<file path="src/rtl/core/event_hough_circle_window_macros.svh">
// Assertion macros shared by the event Hough circle window RTL.
// Needs a clock named i_clk and an active-low reset named i_rst_n in scope.
`ifndef EVENT_HOUGH_CIRCLE_WINDOW_MACROS_SVH
`define EVENT_HOUGH_CIRCLE_WINDOW_MACROS_SVH

// The expression holds at every clock edge outside reset.
`define EHCW_ASSERT_ALWAYS(label, expr, msg) \
    label: assert property (@(posedge i_clk) disable iff (!i_rst_n) (expr)) \
        else $error(msg);

// The consequent holds whenever the antecedent holds.
`define EHCW_ASSERT_IMPLY(label, ante, cons, msg) \
    label: assert property (@(posedge i_clk) disable iff (!i_rst_n) (ante) |-> (cons)) \
        else $error(msg);

`endif

</file>
<file path="src/rtl/core/ehcw_pkg.sv">
// Shared constants and controller/datapath command types for the
// event Hough circle window. No dependencies.
package ehcw_pkg;

    localparam int NUM_RADII   = 24;
    localparam int IMG_W       = 128;
    localparam int IMG_H       = 128;
    localparam int QUEUE_DEPTH = 2048;

    localparam int X_W       = $clog2(IMG_W);
    localparam int Y_W       = $clog2(IMG_H);
    localparam int R_IDX_W   = $clog2(NUM_RADII);
    localparam int MEM_DEPTH = NUM_RADII * IMG_H * IMG_W;
    localparam int MEM_AW    = R_IDX_W + Y_W + X_W;
    localparam int Q_AW      = $clog2(QUEUE_DEPTH);
    localparam int CNT_W     = Q_AW + 1;
    localparam int EV_W      = X_W + Y_W;

    localparam int VOTE_W   = 13;
    localparam int VOTE_MAX = 8191;
    localparam int MINR_W   = 7;
    localparam int WLEN_W   = 11;
    localparam int RAD_W    = 8;
    localparam int RADO_W   = 7;
    localparam int RADO_MAX = 127;
    localparam int SQ_W     = 2 * RAD_W;
    localparam int BIT_W    = $clog2(RAD_W);
    localparam int ROW_W    = Y_W + 3;
    localparam int MINR_RST = 8;
    localparam int WLEN_RST = 2000;

    localparam int CFG_AW = 1;
    localparam int CFG_DW = 11;
    localparam logic [CFG_AW-1:0] CFG_MIN_RADIUS    = 1'b0;
    localparam logic [CFG_AW-1:0] CFG_WINDOW_LENGTH = 1'b1;

    // Commands from the controller to the datapath.
    typedef struct packed {
        logic clr_step;
        logic load_event;
        logic queue_rd;
        logic push;
        logic pop_load;
        logic pop_done;
        logic rad_init;
        logic rad_next;
        logic col_init;
        logic sqrt_step;
        logic cell_read;
        logic cell_write;
        logic cell_next;
        logic out_load;
    } t_dp_cmd;

    // Status from the datapath to the controller.
    typedef struct packed {
        logic clr_done;
        logic need_pop;
        logic rad_done;
        logic col_done;
        logic sqrt_last;
        logic row_ok;
        logic cell_last;
        logic add_pass;
        logic out_full;
    } t_dp_sts;

endpackage

</file>
<file path="src/rtl/core/ehcw_ctrl.sv">
// Controller state machine sequencing the clear sweep, withdrawal passes,
// the vote pass and result hand-off. Depends on ehcw_pkg.
module ehcw_ctrl (
    input  logic              i_clk,
    input  logic              i_rst_n,
    input  logic              i_in_valid,
    output logic              o_in_ready,
    input  ehcw_pkg::t_dp_sts i_sts,
    output ehcw_pkg::t_dp_cmd o_cmd
);

    localparam logic [3:0] S_CLEAR    = 4'd0;
    localparam logic [3:0] S_IDLE     = 4'd1;
    localparam logic [3:0] S_CHECK    = 4'd2;
    localparam logic [3:0] S_POP_LOAD = 4'd3;
    localparam logic [3:0] S_RAD      = 4'd4;
    localparam logic [3:0] S_COL      = 4'd5;
    localparam logic [3:0] S_SQRT     = 4'd6;
    localparam logic [3:0] S_CELL     = 4'd7;
    localparam logic [3:0] S_WRITE    = 4'd8;
    localparam logic [3:0] S_DONE     = 4'd9;

    logic [3:0] r_state;
    logic [3:0] n_state;

    assign o_in_ready = (r_state == S_IDLE);

    // Next state and per-state commands.
    always_comb begin
        n_state = r_state;
        o_cmd   = '0;
        case (r_state)
            S_CLEAR: begin
                o_cmd.clr_step = 1'b1;
                if (i_sts.clr_done) n_state = S_IDLE;
            end
            S_IDLE: begin
                if (i_in_valid) begin
                    o_cmd.load_event = 1'b1;
                    n_state          = S_CHECK;
                end
            end
            S_CHECK: begin
                if (i_sts.need_pop) begin
                    o_cmd.queue_rd = 1'b1;
                    n_state        = S_POP_LOAD;
                end else begin
                    o_cmd.push = 1'b1;
                    n_state    = S_RAD;
                end
            end
            S_POP_LOAD: begin
                o_cmd.pop_load = 1'b1;
                n_state        = S_RAD;
            end
            S_RAD: begin
                if (i_sts.rad_done) begin
                    n_state = S_DONE;
                end else begin
                    o_cmd.rad_init = 1'b1;
                    n_state        = S_COL;
                end
            end
            S_COL: begin
                if (i_sts.col_done) begin
                    o_cmd.rad_next = 1'b1;
                    n_state        = S_RAD;
                end else begin
                    o_cmd.col_init = 1'b1;
                    n_state        = S_SQRT;
                end
            end
            S_SQRT: begin
                o_cmd.sqrt_step = 1'b1;
                if (i_sts.sqrt_last) n_state = S_CELL;
            end
            S_CELL: begin
                if (i_sts.row_ok) begin
                    o_cmd.cell_read = 1'b1;
                    n_state         = S_WRITE;
                end else begin
                    o_cmd.cell_next = 1'b1;
                    if (i_sts.cell_last) n_state = S_COL;
                end
            end
            S_WRITE: begin
                o_cmd.cell_write = 1'b1;
                o_cmd.cell_next  = 1'b1;
                n_state          = i_sts.cell_last ? S_COL : S_CELL;
            end
            S_DONE: begin
                if (i_sts.add_pass) begin
                    if (!i_sts.out_full) begin
                        o_cmd.out_load = 1'b1;
                        n_state        = S_IDLE;
                    end
                end else begin
                    o_cmd.pop_done = 1'b1;
                    n_state        = S_CHECK;
                end
            end
            default: begin
                n_state = S_IDLE;
            end
        endcase
    end

    // State register.
    always_ff @(posedge i_clk) begin
        if (!i_rst_n) begin
            r_state <= S_CLEAR;
        end else begin
            r_state <= n_state;
        end
    end

endmodule

</file>
<file path="config.mk">
export PLATFORM = sky130hd
export DESIGN_NAME = ehcw_ctrl
export DESIGN_NICKNAME = d
export VERILOG_FILES = /design/src/rtl/core/event_hough_circle_window_macros.svh /design/src/rtl/core/ehcw_pkg.sv /design/src/rtl/core/ehcw_ctrl.sv
export SDC_FILE = /design/constraint.sdc
export NUM_CORES = 1
export LEC_CHECK = 0
export BUFFER_PORTS_ARGS = -buffer_cell sky130_fd_sc_hd__buf_2
export CAP_MARGIN = 15
export CORE_AREA = 8 8 46 48
export DETAILED_ROUTE_END_ITERATION = 16
export DIE_AREA = 0 0 54 56
export PLACE_DENSITY = 0.69
export SYNTH_ARGS = -nofsm -noshare
export SYNTH_HDL_FRONTEND = slang
export SYNTH_SLANG_ARGS = --single-unit
</file>
<file path="constraint.sdc">
create_clock -name i_clk -period 1.6 [get_ports i_clk]
set_input_delay 0.08 -clock i_clk [delete_from_list [all_inputs] [get_ports i_clk]]
set_output_delay 0.08 -clock i_clk [all_outputs]
set_load 0.1 [all_outputs]
</file>
; Word-level counts from Yosys, hierarchy flattened
; Cells that the tools add are included.
[classes]
n_addsub = 0
n_div = 0
bitwise_logic = 0
shift = 0
n_lt_le_gt_ge = 0
reduce_logical = 2
mul = 0
mux = 35
n_eq_ne = 14
[op_table]
columns = op, n
row1 = 4-bit case mux with 10 select lines, 1
row2 = 4-bit 2-to-1 mux, 8
row3 = 1-bit 2-to-1 mux, 20
row4 = 4-bit by 3-bit == test with 1-bit output (second input constant), 4
row5 = 4-bit by 2-bit == test with 1-bit output (second input constant), 2
row6 = 4-bit == test (second input constant), 2
row7 = 2-bit 2-to-1 mux, 4
row8 = 2-bit != test (second input constant), 3
row9 = 3-bit != test (second input constant), 2
row10 = 5-bit AND reduction, 1
row11 = 4-bit by 1-bit == test with 1-bit output (second input constant), 1
row12 = 4-bit zero test, 1
row13 = 3-bit 2-to-1 mux, 1
row14 = 1-bit case mux with 2 select lines, 1
[totals]
romBits = 0
out_inout_bits = 15
ramBits = 0
latchBits = 0
n_memories = 0
reg_bits = 4

; Depth between registers and ports, before layout
; Gate-level depths: netlist of run 1.
[logic_depth]
depth_word = 3
ltp_mapped = 6

; Least setup slack after synthesis of run 1
; No wires, ideal clock.
[synth_timing]
path_kind = register to output
from = register r_state[0]
to = output o_cmd[6] (netlist bit)
slack_ns = -2.425
stages_incl_launch_ff = 5
arrival_time_ns = 3.945
required_time_ns = 1.520
path_cell_list = dfxtp_1 -> clkbuf_8 -> clkbuf_1 -> nand2_1 -> nor4b_1
[synth_rtl]
columns = element, line_no
row1 = "start, declared", ehcw_ctrl.sv:23  ; logic [3:0] r_state;
row2 = "start signal, assigned", ehcw_ctrl.sv:113  ; r_state <= n_state;
row3 = "end, declared", ehcw_ctrl.sv:9  ; output ehcw_pkg::t_dp_cmd o_cmd

==> flow_summary_export.csv, run 1 <==
group,metric,value,unit
run_status,run_status,"finished, violations left",
run_status,violations,"negative setup slack",
synthesis,syn_area,510,sq um
global_routing,antenna_found_initial,0,
detailed_routing,wire_per_inst,15.1,um
synthesis,yosysTopAreaCell,"dfxtp_1",
synthesis,ys_ff_latch,4,
synthesis,synthTopCellsByArea,"dfxtp_1, buf_6, clkbuf_8",
detailed_routing,vias,636,
timing,rsz0062_at_grt,"true",
clock_network,cts_num_sinks,4,
final_layout,top_register,"r_state",
clock_network,cts-root-buf,"clkbuf_4",
die,die_width,54,um
critical_path,crit_path_end_kind,"output port",
place,port_buffers,26,
power_and_ir_drop,p_per_area,1750,nW/um^2
min_path,whs_endpoint,"r_state[0]",
power_and_ir_drop,p_int,860,uW
final_layout,largest_register_ffs,4,
timing,whs,0.0782,ns
power_and_ir_drop,power_frac_clock,6.8,%
detailed_routing,drt-pass1-iter-count,4,
detailed_routing,drt-total-wl,1.69,mm
power_and_ir_drop,seqPwrFrac,9.6,%
timing,tightest_slew,0.366,ns
timing,min_period,1.62,ns
critical_path,start_kind,"flip-flop",
critical_path,crit_required,1.52,ns
final_layout,drive_gt1_share,66.7,%
place,place_hpwl,1.40,mm
detailed_routing,antenna_left,0,
synthesis,netlist.area_leader.share,15.7,%
final_layout,final_common_cell,"buf_12",
final_layout,reg_top3,"r_state x4",
critical_path,crit_type,"reg -> out",
min_path,hp-start,"i_rst_n",
final_layout,area_delta_synth_final,115,%
clock_network,clkLatencyLatePin,0.24,ns
min_path,holdPathStages,3,
critical_path,r2r_end,"r_state[1]",
die,pin_count,27,
synthesis,synth_cell_types,35,
critical_path,r2r-start,"r_state[0]",
detailed_routing,drc,0,
timing,timing.final.crit_share,101,%
power_and_ir_drop,fin_total_pwr,1.92,mW
final_layout,n_antenna_cell,0,
final_layout,num-fill-cells,98,
die,num_rows,14,
timing,hold_violations,0,
power_and_ir_drop,power.net_switching,1.06,mW
clock_network,clkTransAtPathRegs,0.04,ns
die,die_area,3020,sq um
clock_network,numCtsBuffers,3,
detailed_routing,viasPerCell,5.68,
critical_path,reg2reg_depth,4,
timing,fmax,0.618,GHz
power_and_ir_drop,peakVddDrop,1.10,mV
power_and_ir_drop,comb_power_share,83.6,%
detailed_routing,first_iter_violations,7,
clock_network,clk_path_buf_depth,2,
place,routabilityCongestion,0.785,
clock_network,htree_levels,1,
die,coreArea,1440,sq um
power_and_ir_drop,p_leak,0.407,nW
final_layout,fin_util,76.5,%
critical_path,r2r_slack,0.05,ns
global_routing,grt_pass1_wl,2.80,mm
die,start_util,35.5,%
timing,maxSlewViolCount,0,
synthesis,syn_avg_cell_area,7.73,sq um
global_routing,grt_usage,11.8,%
timing,setup_viol,1,
global_routing,gr-total-overflow,0,
global_routing,grt_max_degree,19,
synthesis,synth_nets,78,
synthesis,seq_area_frac_synth,15.7,%
power_and_ir_drop,switching_share,55.1,%
critical_path,critPathMaxFanout,7,
final_layout,fin_nets,110,
die,dieHeight,56,um
timing,finClkSkew,0.00136,ns
global_routing,grt_pass1_vias,647,
synthesis,yosysWarnings,0,
clock_network,tritoncts,"built",
critical_path,crit_start,"r_state[1]",
timing,maxSlewHeadroom,75.3,%
clock_network,hold_buffers,0,
critical_path,crit_arrival,1.54,ns
timing,fin_ws,-0.0172,ns
synthesis,synthCells,66,
final_layout,final_cell_mix,"buf_12, buf_2, nor4_4, buf_4",
min_path,holdCritPathClass,"in -> reg",
job,maxCapViolCount,0,
[per-stage QoR]
step                TNS [ns]  setup slack [ns]  instance area [sq um]  instances
global route         -0.0764           -0.0529                   1100        112
finish               -0.0172           -0.0172                   1100        112
CTS                  -0.0140           -0.0140                   1080        111
floorplan              -1.82            -0.370                    714         66
global placement           0             0.124                   1050        107
detailed placement         0            0.0779                   1050        107
[layout make-up]
cell class / instances / area [sq um] / share of cell area [%]
Inverter: 4 / 18.8 / 1.71
Clock buffer: 3 / 22.5 / 2.05
Tap cell: 16 / 20.0 / 1.82
Timing Repair Buffer: 33 / 437 / 39.7
Multi-Input combinational cell: 52 / 514 / 46.8
Sequential cell: 4 / 86.3 / 7.86
[worst max-delay path by stage]
stage	endpoint	slack, ns
6_report	o_cmd[12]	-0.02
5_1_grt	o_cmd[12]	-0.05
4_1_cts	o_cmd[12]	-0.01
3_5_place_dp	r_state[1]	0.08
3_3_place_gp	r_state[1]	0.12
2_1_floorplan	o_cmd[1]	-0.37
[power groups by stage]
stage / Sequential (mW) / Clock (mW) / Combinational [mW]
after global placement: 0.172 / 0 / 1.54
after global routing: 0.186 / 0.142 / 1.67
after floorplan: 0.159 / 0 / 1.23
final: 0.184 / 0.131 / 1.60
after CTS: 0.176 / 0.134 / 1.58
after detailed placement: 0.177 / 0 / 1.56
[kinds of logic after synthesis]
family / share of synthesized area (%)
flip-flops: 15.7
AND/OR/NAND/NOR: 42.2
buffers and inverters: 15.7
AO/OA/AOI/OAI: 22.3
multiplexers: 4.17
[Yosys cell counts]
master     instances
and3b_2            1
mux2_2             1
a22oi_1            1
a21oi_1            3
inv_1              4
nand3_1            1
and3_4             1
o32a_1             1
nor2b_1            1
dfxtp_1            4
nand2b_1           3
clkbuf_1           1
nand4b_1           1
and4bb_2           1
a211oi_2           1
buf_6              3
or2b_2             1
a2bb2oi_1          1
a31oi_1            2
or4b_4             1
nor4_1             4
nand2_1            4
o21ai_0            3
and2_1             1
nor3_1             3
o21a_1             1
nor3b_1            1
nor2_1             7
mux2i_1            1
nor4b_1            2
clkbuf_8           2
nand3b_1           1
o22ai_1            1
o32a_2             1
o21bai_1           1
[worst max-delay path, stage by stage, from the launching register on]
cell and delay, ns:
dfxtp_4 0.36, or4b_4 0.54, clkinvlp_4 0.09, and2_4 0.14, buf_12 0.16
[per-layer routing]
| metal | vias to the layer above | routed length, um | global-route usage [%] |
|---|---|---|---|
| met3 | 8 | 133 | 3.21 |
| met5 | - | 0 | 0 |
| met4 | 0 | 52 | 6.34 |
| met1 | 288 | 700 | 13.5 |
| li1 | 308 | - | - |
| met2 | 32 | 806 | 18.7 |
[what timing repair did]
action	CTS	global route
buffers inserted	1	1
endpoints found under the setup margin	1	6
resized for setup	0	4
pin swaps	0	1
(Power assumes the default switching activity.)
==> inputs of run 2 (changes only) <==
--- a/config.mk
+++ b/config.mk
@@ -10,6 +10,7 @@
 export CORE_AREA = 8 8 46 48
 export DETAILED_ROUTE_END_ITERATION = 16
 export DIE_AREA = 0 0 54 56
+export HOLD_SLACK_MARGIN = 0.1
 export PLACE_DENSITY = 0.69
 export SYNTH_ARGS = -nofsm -noshare
 export SYNTH_HDL_FRONTEND = slang
==> run 2 against run 1 <==
The flow still finishes with violations (negative setup slack). Routed wire length is 0.53% lower. Final cell count is 0.89% higher. Utilization is 0.70 points higher. Non-clock buffer count is 1 higher. Setup slack hardly changed. Critical endpoint unchanged.
==> flow_summary_export.csv, run 2 (synthesis results as in run 1) <==
group,metric,value,unit
clock_network,htree_levels,1,
critical_path,crit_arrival,1.54,ns
critical_path,reg2reg_depth,4,
min_path,holdPathStages,3,
critical_path,critical_path.max_stage_delay,0.54,ns
final_layout,largest_register_ffs,4,
clock_network,cts_num_sinks,4,
detailed_routing,drt-total-wl,1.68,mm
detailed_routing,wire_per_inst,14.9,um
final_layout,top_register,"r_state",
run_status,violations,"negative setup slack",
place,routabilityCongestion,0.785,
final_layout,final_area,1110,sq um
power_and_ir_drop,p_leak,0.411,nW
critical_path,crit_chain,"or4b_4 > clkinvlp_4 > and2_4 > buf_12",
timing,maxSlewViolCount,0,
detailed_routing,first_iter_violations,5,
timing,hold_violations,0,
timing,finClkSkew,0.00166,ns
detailed_routing,drc,0,
detailed_routing,vias,631,
final_layout,reg_top3,"r_state x4",
clock_network,clk_path_buf_depth,2,
detailed_routing,viasPerCell,5.58,
timing,fin_ws,-0.0170,ns
timing,maxSlewHeadroom,75.1,%
critical_path,critPathSlowestCell,"or4b_4",
place,place_hpwl,1.40,mm
run_status,run_status,"finished, violations left",
final_layout,fin_nets,111,
timing,setup_viol,1,
die,num_rows,14,
timing,min_period,1.62,ns
die,dieHeight,56,um
critical_path,crit_type,"reg -> out",
die,die_width,54,um
global_routing,gr-total-overflow,0,
timing,rsz0062_at_grt,"true",
clock_network,cts-root-buf,"clkbuf_4",
critical_path,critPathMaxFanout,7,
detailed_routing,drt-pass1-iter-count,4,
critical_path,crit_path_end_kind,"output port",
die,pin_count,27,
critical_path,crit_required,1.52,ns
die,coreArea,1440,sq um
global_routing,grt_pass1_wl,2.80,mm
final_layout,final_cell_mix,"buf_12, buf_2, nor4_4, buf_4",
detailed_routing,antenna_left,0,
clock_network,numCtsBuffers,3,
min_path,holdCritPathClass,"in -> reg",
timing,tightest_slew,0.369,ns
die,start_util,35.5,%
timing,tns,-0.0170,ns
final_layout,drive_gt1_share,66.0,%
place,port_buffers,26,
clock_network,clkTransAtPathRegs,0.04,ns
global_routing,grt_usage,11.8,%
job,maxCapViolCount,0,
critical_path,start_kind,"flip-flop",
timing,fmax,0.618,GHz
die,die_area,3020,sq um
global_routing,antenna_found_initial,0,
global_routing,grt_pass1_vias,647,
clock_network,clkLatencyLatePin,0.24,ns
final_layout,area_delta_synth_final,117,%
timing,timing.final.crit_share,101,%
power_and_ir_drop,peakVddDrop,1.10,mV
clock_network,tritoncts,"built",
final_layout,final_common_cell,"buf_12",
power_and_ir_drop,fin_total_pwr,1.92,mW
global_routing,grt_max_degree,19,
place,dpl_cell_area,1050,sq um
power_and_ir_drop,p_per_area,1730,nW/um^2
final_layout,n_antenna_cell,0,
-- run 2: changes by cell type in the layout (fill, tap and decap cells not counted) --
cell,previous run,this run
dlygate4sd3_1,0,1
-- run 2: routing by layer --
metal	wire (um)	vias up	share of wire [%]	track usage, %
met1	701	290	42	13.5
met4	48	0	2.9	6.34
met2	809	24	48	18.7
met3	123	7	7.3	3.21
met5	0	-	0	0
li1	-	310	-	-
-- run 2: critical path: cells and delay by family (launching register included) --
family | cells | cell delay, ns
and+or+nand+nor | 2 | 0.68
DFF | 1 | 0.36
buffers and inverters | 2 | 0.25
-- run 2: timing repair --
action                                  in CTS  in global routing
hold buffers                                 1                  0
buffers inserted                             1                  1
endpoints found under the setup margin       1                  6
endpoints found under the hold margin        1                  0
pin swaps                                    0                  1
resized for setup                            0                  4
-- run 2: metrics by stage --
| stage | setup slack, ns | cells | utilization (%) | hold slack [ns] |
|---|---|---|---|---|
| floorplan | -0.370 | 66 | - | 0.196 |
| global placement | 0.124 | 107 | 73.2 | 0.326 |
| detailed placement | 0.0779 | 107 | 73.2 | 0.323 |
| CTS | -0.0140 | 112 | 76.0 | 0.190 |
| global route | -0.0529 | 113 | 77.2 | 0.222 |
| finish | -0.0170 | 113 | 77.2 | 0.188 |
-- run 2: final cells by class --
class,instances,area (sq um)
repair buffers,34,447
fillers,97,328
inverters,4,18.8
well taps,16,20.0
flip-flops and latches,4,86.3
multi-input cells,52,514
clock buffers,3,22.5
-- run 2: final timing paths --
| kind | startpoint | end | slack, ns |
|---|---|---|---|
| max | r_state[1] | o_cmd[12] | -0.02 |
| min | i_sts[0] | r_state[3] | 0.19 |
| max reg2reg | r_state[1] | r_state[1] | 0.06 |
| min reg2reg | r_state[1] | r_state[1] | 0.65 |
-- run 2: power breakdown --
part	switching (mW)	internal, mW
clock network	0.0461	0.0842
logic	0.966	0.638
registers	0.0433	0.140
==> inputs of run 3 (changes only) <==
--- a/config.mk
+++ b/config.mk
@@ -12,6 +12,7 @@
 export DIE_AREA = 0 0 54 56
 export HOLD_SLACK_MARGIN = 0.1
 export PLACE_DENSITY = 0.69
+export RECOVER_POWER = 25
 export SYNTH_ARGS = -nofsm -noshare
 export SYNTH_HDL_FRONTEND = slang
 export SYNTH_SLANG_ARGS = --single-unit
==> run 3 against run 2 <==
The run still ends with negative setup slack left. Utilization is 0.87 points lower. Maximum frequency stayed put. Clock skew is the same. Critical path depth is the same. Sequential power is essentially flat. Sequential cell count did not move. Clock power is essentially flat. Final cell count did not move.
==> flow_summary_export.csv, run 3 (synthesis results as in run 1) <==
group,metric,value,unit
final_layout,final_cell_mix,"buf_12, buf_2, nor4_4, clkbuf_4, buf_4",
detailed_routing,wire_per_inst,14.9,um
timing,maxSlewViolCount,0,
final_layout,fin_nets,111,
critical_path,critPathMaxFanout,7,
timing,maxSlewHeadroom,75.1,%
timing,min_period,1.62,ns
timing,tns,-0.0170,ns
final_layout,top_register,"r_state",
critical_path,crit_type,"reg -> out",
critical_path,crit_arrival,1.54,ns
final_layout,num-fill-cells,98,
timing,setup_viol,1,
final_layout,largest_register_ffs,4,
detailed_routing,first_iter_violations,5,
global_routing,grt_usage,11.8,%
clock_network,cts_num_sinks,4,
detailed_routing,drt-pass1-iter-count,4,
final_layout,drive_gt1_share,66.0,%
timing,hold_violations,0,
die,pin_count,27,
critical_path,crit_path_end_kind,"output port",
timing,fin_ws,-0.0170,ns
detailed_routing,antenna_left,0,
power_and_ir_drop,switching_share,56.3,%
power_and_ir_drop,comb_power_share,83.1,%
final_layout,register_area,86.3,sq um
min_path,holdCritPathClass,"in -> reg",
power_and_ir_drop,seqPwrFrac,9.9,%
die,coreArea,1440,sq um
timing,tightest_slew,0.369,ns
die,dieHeight,56,um
die,start_util,35.5,%
detailed_routing,drt-total-wl,1.69,mm
clock_network,clkLatencyLatePin,0.24,ns
run_status,run_status,"finished, violations left",
critical_path,critical_path.max_stage_delay,0.54,ns
timing,finClkSkew,0.00166,ns
global_routing,grt_pass1_vias,647,
critical_path,critPathSlowestCell,"or4b_4",
global_routing,grt_pass1_wl,2.80,mm
clock_network,htree_levels,1,
final_layout,final_common_cell,"buf_12",
detailed_routing,viasPerCell,5.58,
detailed_routing,vias,631,
clock_network,clkTransAtPathRegs,0.04,ns
run_status,violations,"negative setup slack",
clock_network,cts-root-buf,"clkbuf_4",
critical_path,start_kind,"flip-flop",
power_and_ir_drop,peakVddDrop,1.10,mV
place,routabilityCongestion,0.785,
power_and_ir_drop,p_leak,0.406,nW
critical_path,crit_chain,"or4b_4 > clkinvlp_4 > and2_4 > buf_12",
final_layout,final_cells,113,
die,die_area,3020,sq um
clock_network,tritoncts,"built",
power_and_ir_drop,power.net_switching,1.05,mW
critical_path,crit_required,1.52,ns
clock_network,clk_path_buf_depth,2,
die,die_width,54,um
job,maxCapViolCount,0,
critical_path,path_delay_family,"simple AND/OR/NAND/NOR gates",
global_routing,grt_max_degree,19,
final_layout,area_delta_synth_final,115,%
power_and_ir_drop,p_int,810,uW
place,port_buffers,26,
place,place_hpwl,1.40,mm
place,dpl.cell_count,107,
die,num_rows,14,
critical_path,crit_buf_inv,2,
timing,fmax,0.618,GHz
final_layout,n_antenna_cell,0,
final_layout,multi_input_area,514,sq um
timing,rsz0062_at_grt,"true",
final_layout,reg_top3,"r_state x4",
timing,timing.final.crit_share,101,%
power_and_ir_drop,power_frac_clock,7.0,%
power_and_ir_drop,p_per_area,1690,nW/um^2
global_routing,antenna_found_initial,0,
clock_network,numCtsBuffers,3,
global_routing,gr-total-overflow,0,
detailed_routing,drc,0,
## run 3: changes by cell type in the layout (fill, tap and decap cells not counted), sizes merged
cell	before	now
buf	33	32
clkbuf	3	4
## run 3: final timing paths
path	startpoint	slack (ns)	depth (start not counted)	to
max	r_state[1]	-0.02	4	o_cmd[12]
min	i_sts[0]	0.19	3	r_state[3]
max reg2reg	r_state[1]	0.06	4	r_state[1]
min reg2reg	r_state[1]	0.65	2	r_state[1]
## run 3: what timing repair did
item / CTS / global route
hold endpoints to repair: 1 / 0
endpoints found under the setup margin: 1 / 6
buffers inserted: 1 / 1
hold buffers: 1 / 0
resized for setup: 0 / 4
pin swaps: 0 / 1
## run 3: power groups by stage
stage	logic, mW	clock network [mW]	registers [mW]
finish	1.54	0.130	0.183
global route	1.61	0.142	0.186
CTS	1.59	0.134	0.176
detailed placement	1.56	0	0.177
global placement	1.54	0	0.172
floorplan	1.23	0	0.159
## run 3: metal layers
metal  vias up  global-route usage, %  share of wire [%]
met5         -                      0                  0
met4         0                   6.34                2.8
met3         7                   3.21                6.7
met2        24                   18.7                 48
met1       290                   13.5                 42
li1        310                      -                  -
## run 3: final cells by class
cell class,count,area share (%)
Tap cell,16,1.83
Sequential cell,4,7.88
Multi-Input combinational cell,52,46.9
Inverter,4,1.71
Timing Repair Buffer,34,39.6
Clock buffer,3,2.05
## run 3: through the flow
stage	instance area (sq um)	power (mW)	util, %	setup slack, ns	hold WS [ns]
after floorplan	714	1.39	-	-0.370	0.196
after global placement	1050	1.71	73.2	0.124	0.326
after detailed placement	1050	1.74	73.2	0.0779	0.323
after CTS	1090	1.90	76.0	-0.0140	0.190
after global routing	1100	1.94	76.3	-0.0529	0.222
final	1100	1.86	76.3	-0.0170	0.188
## run 3: worst register-to-register path: stages, from the launching register on
cell and delay (ns):
dfxtp_4 0.36, or4b_4 0.54, o32a_1 0.21, and3_4 0.18
a211oi_2 0.16
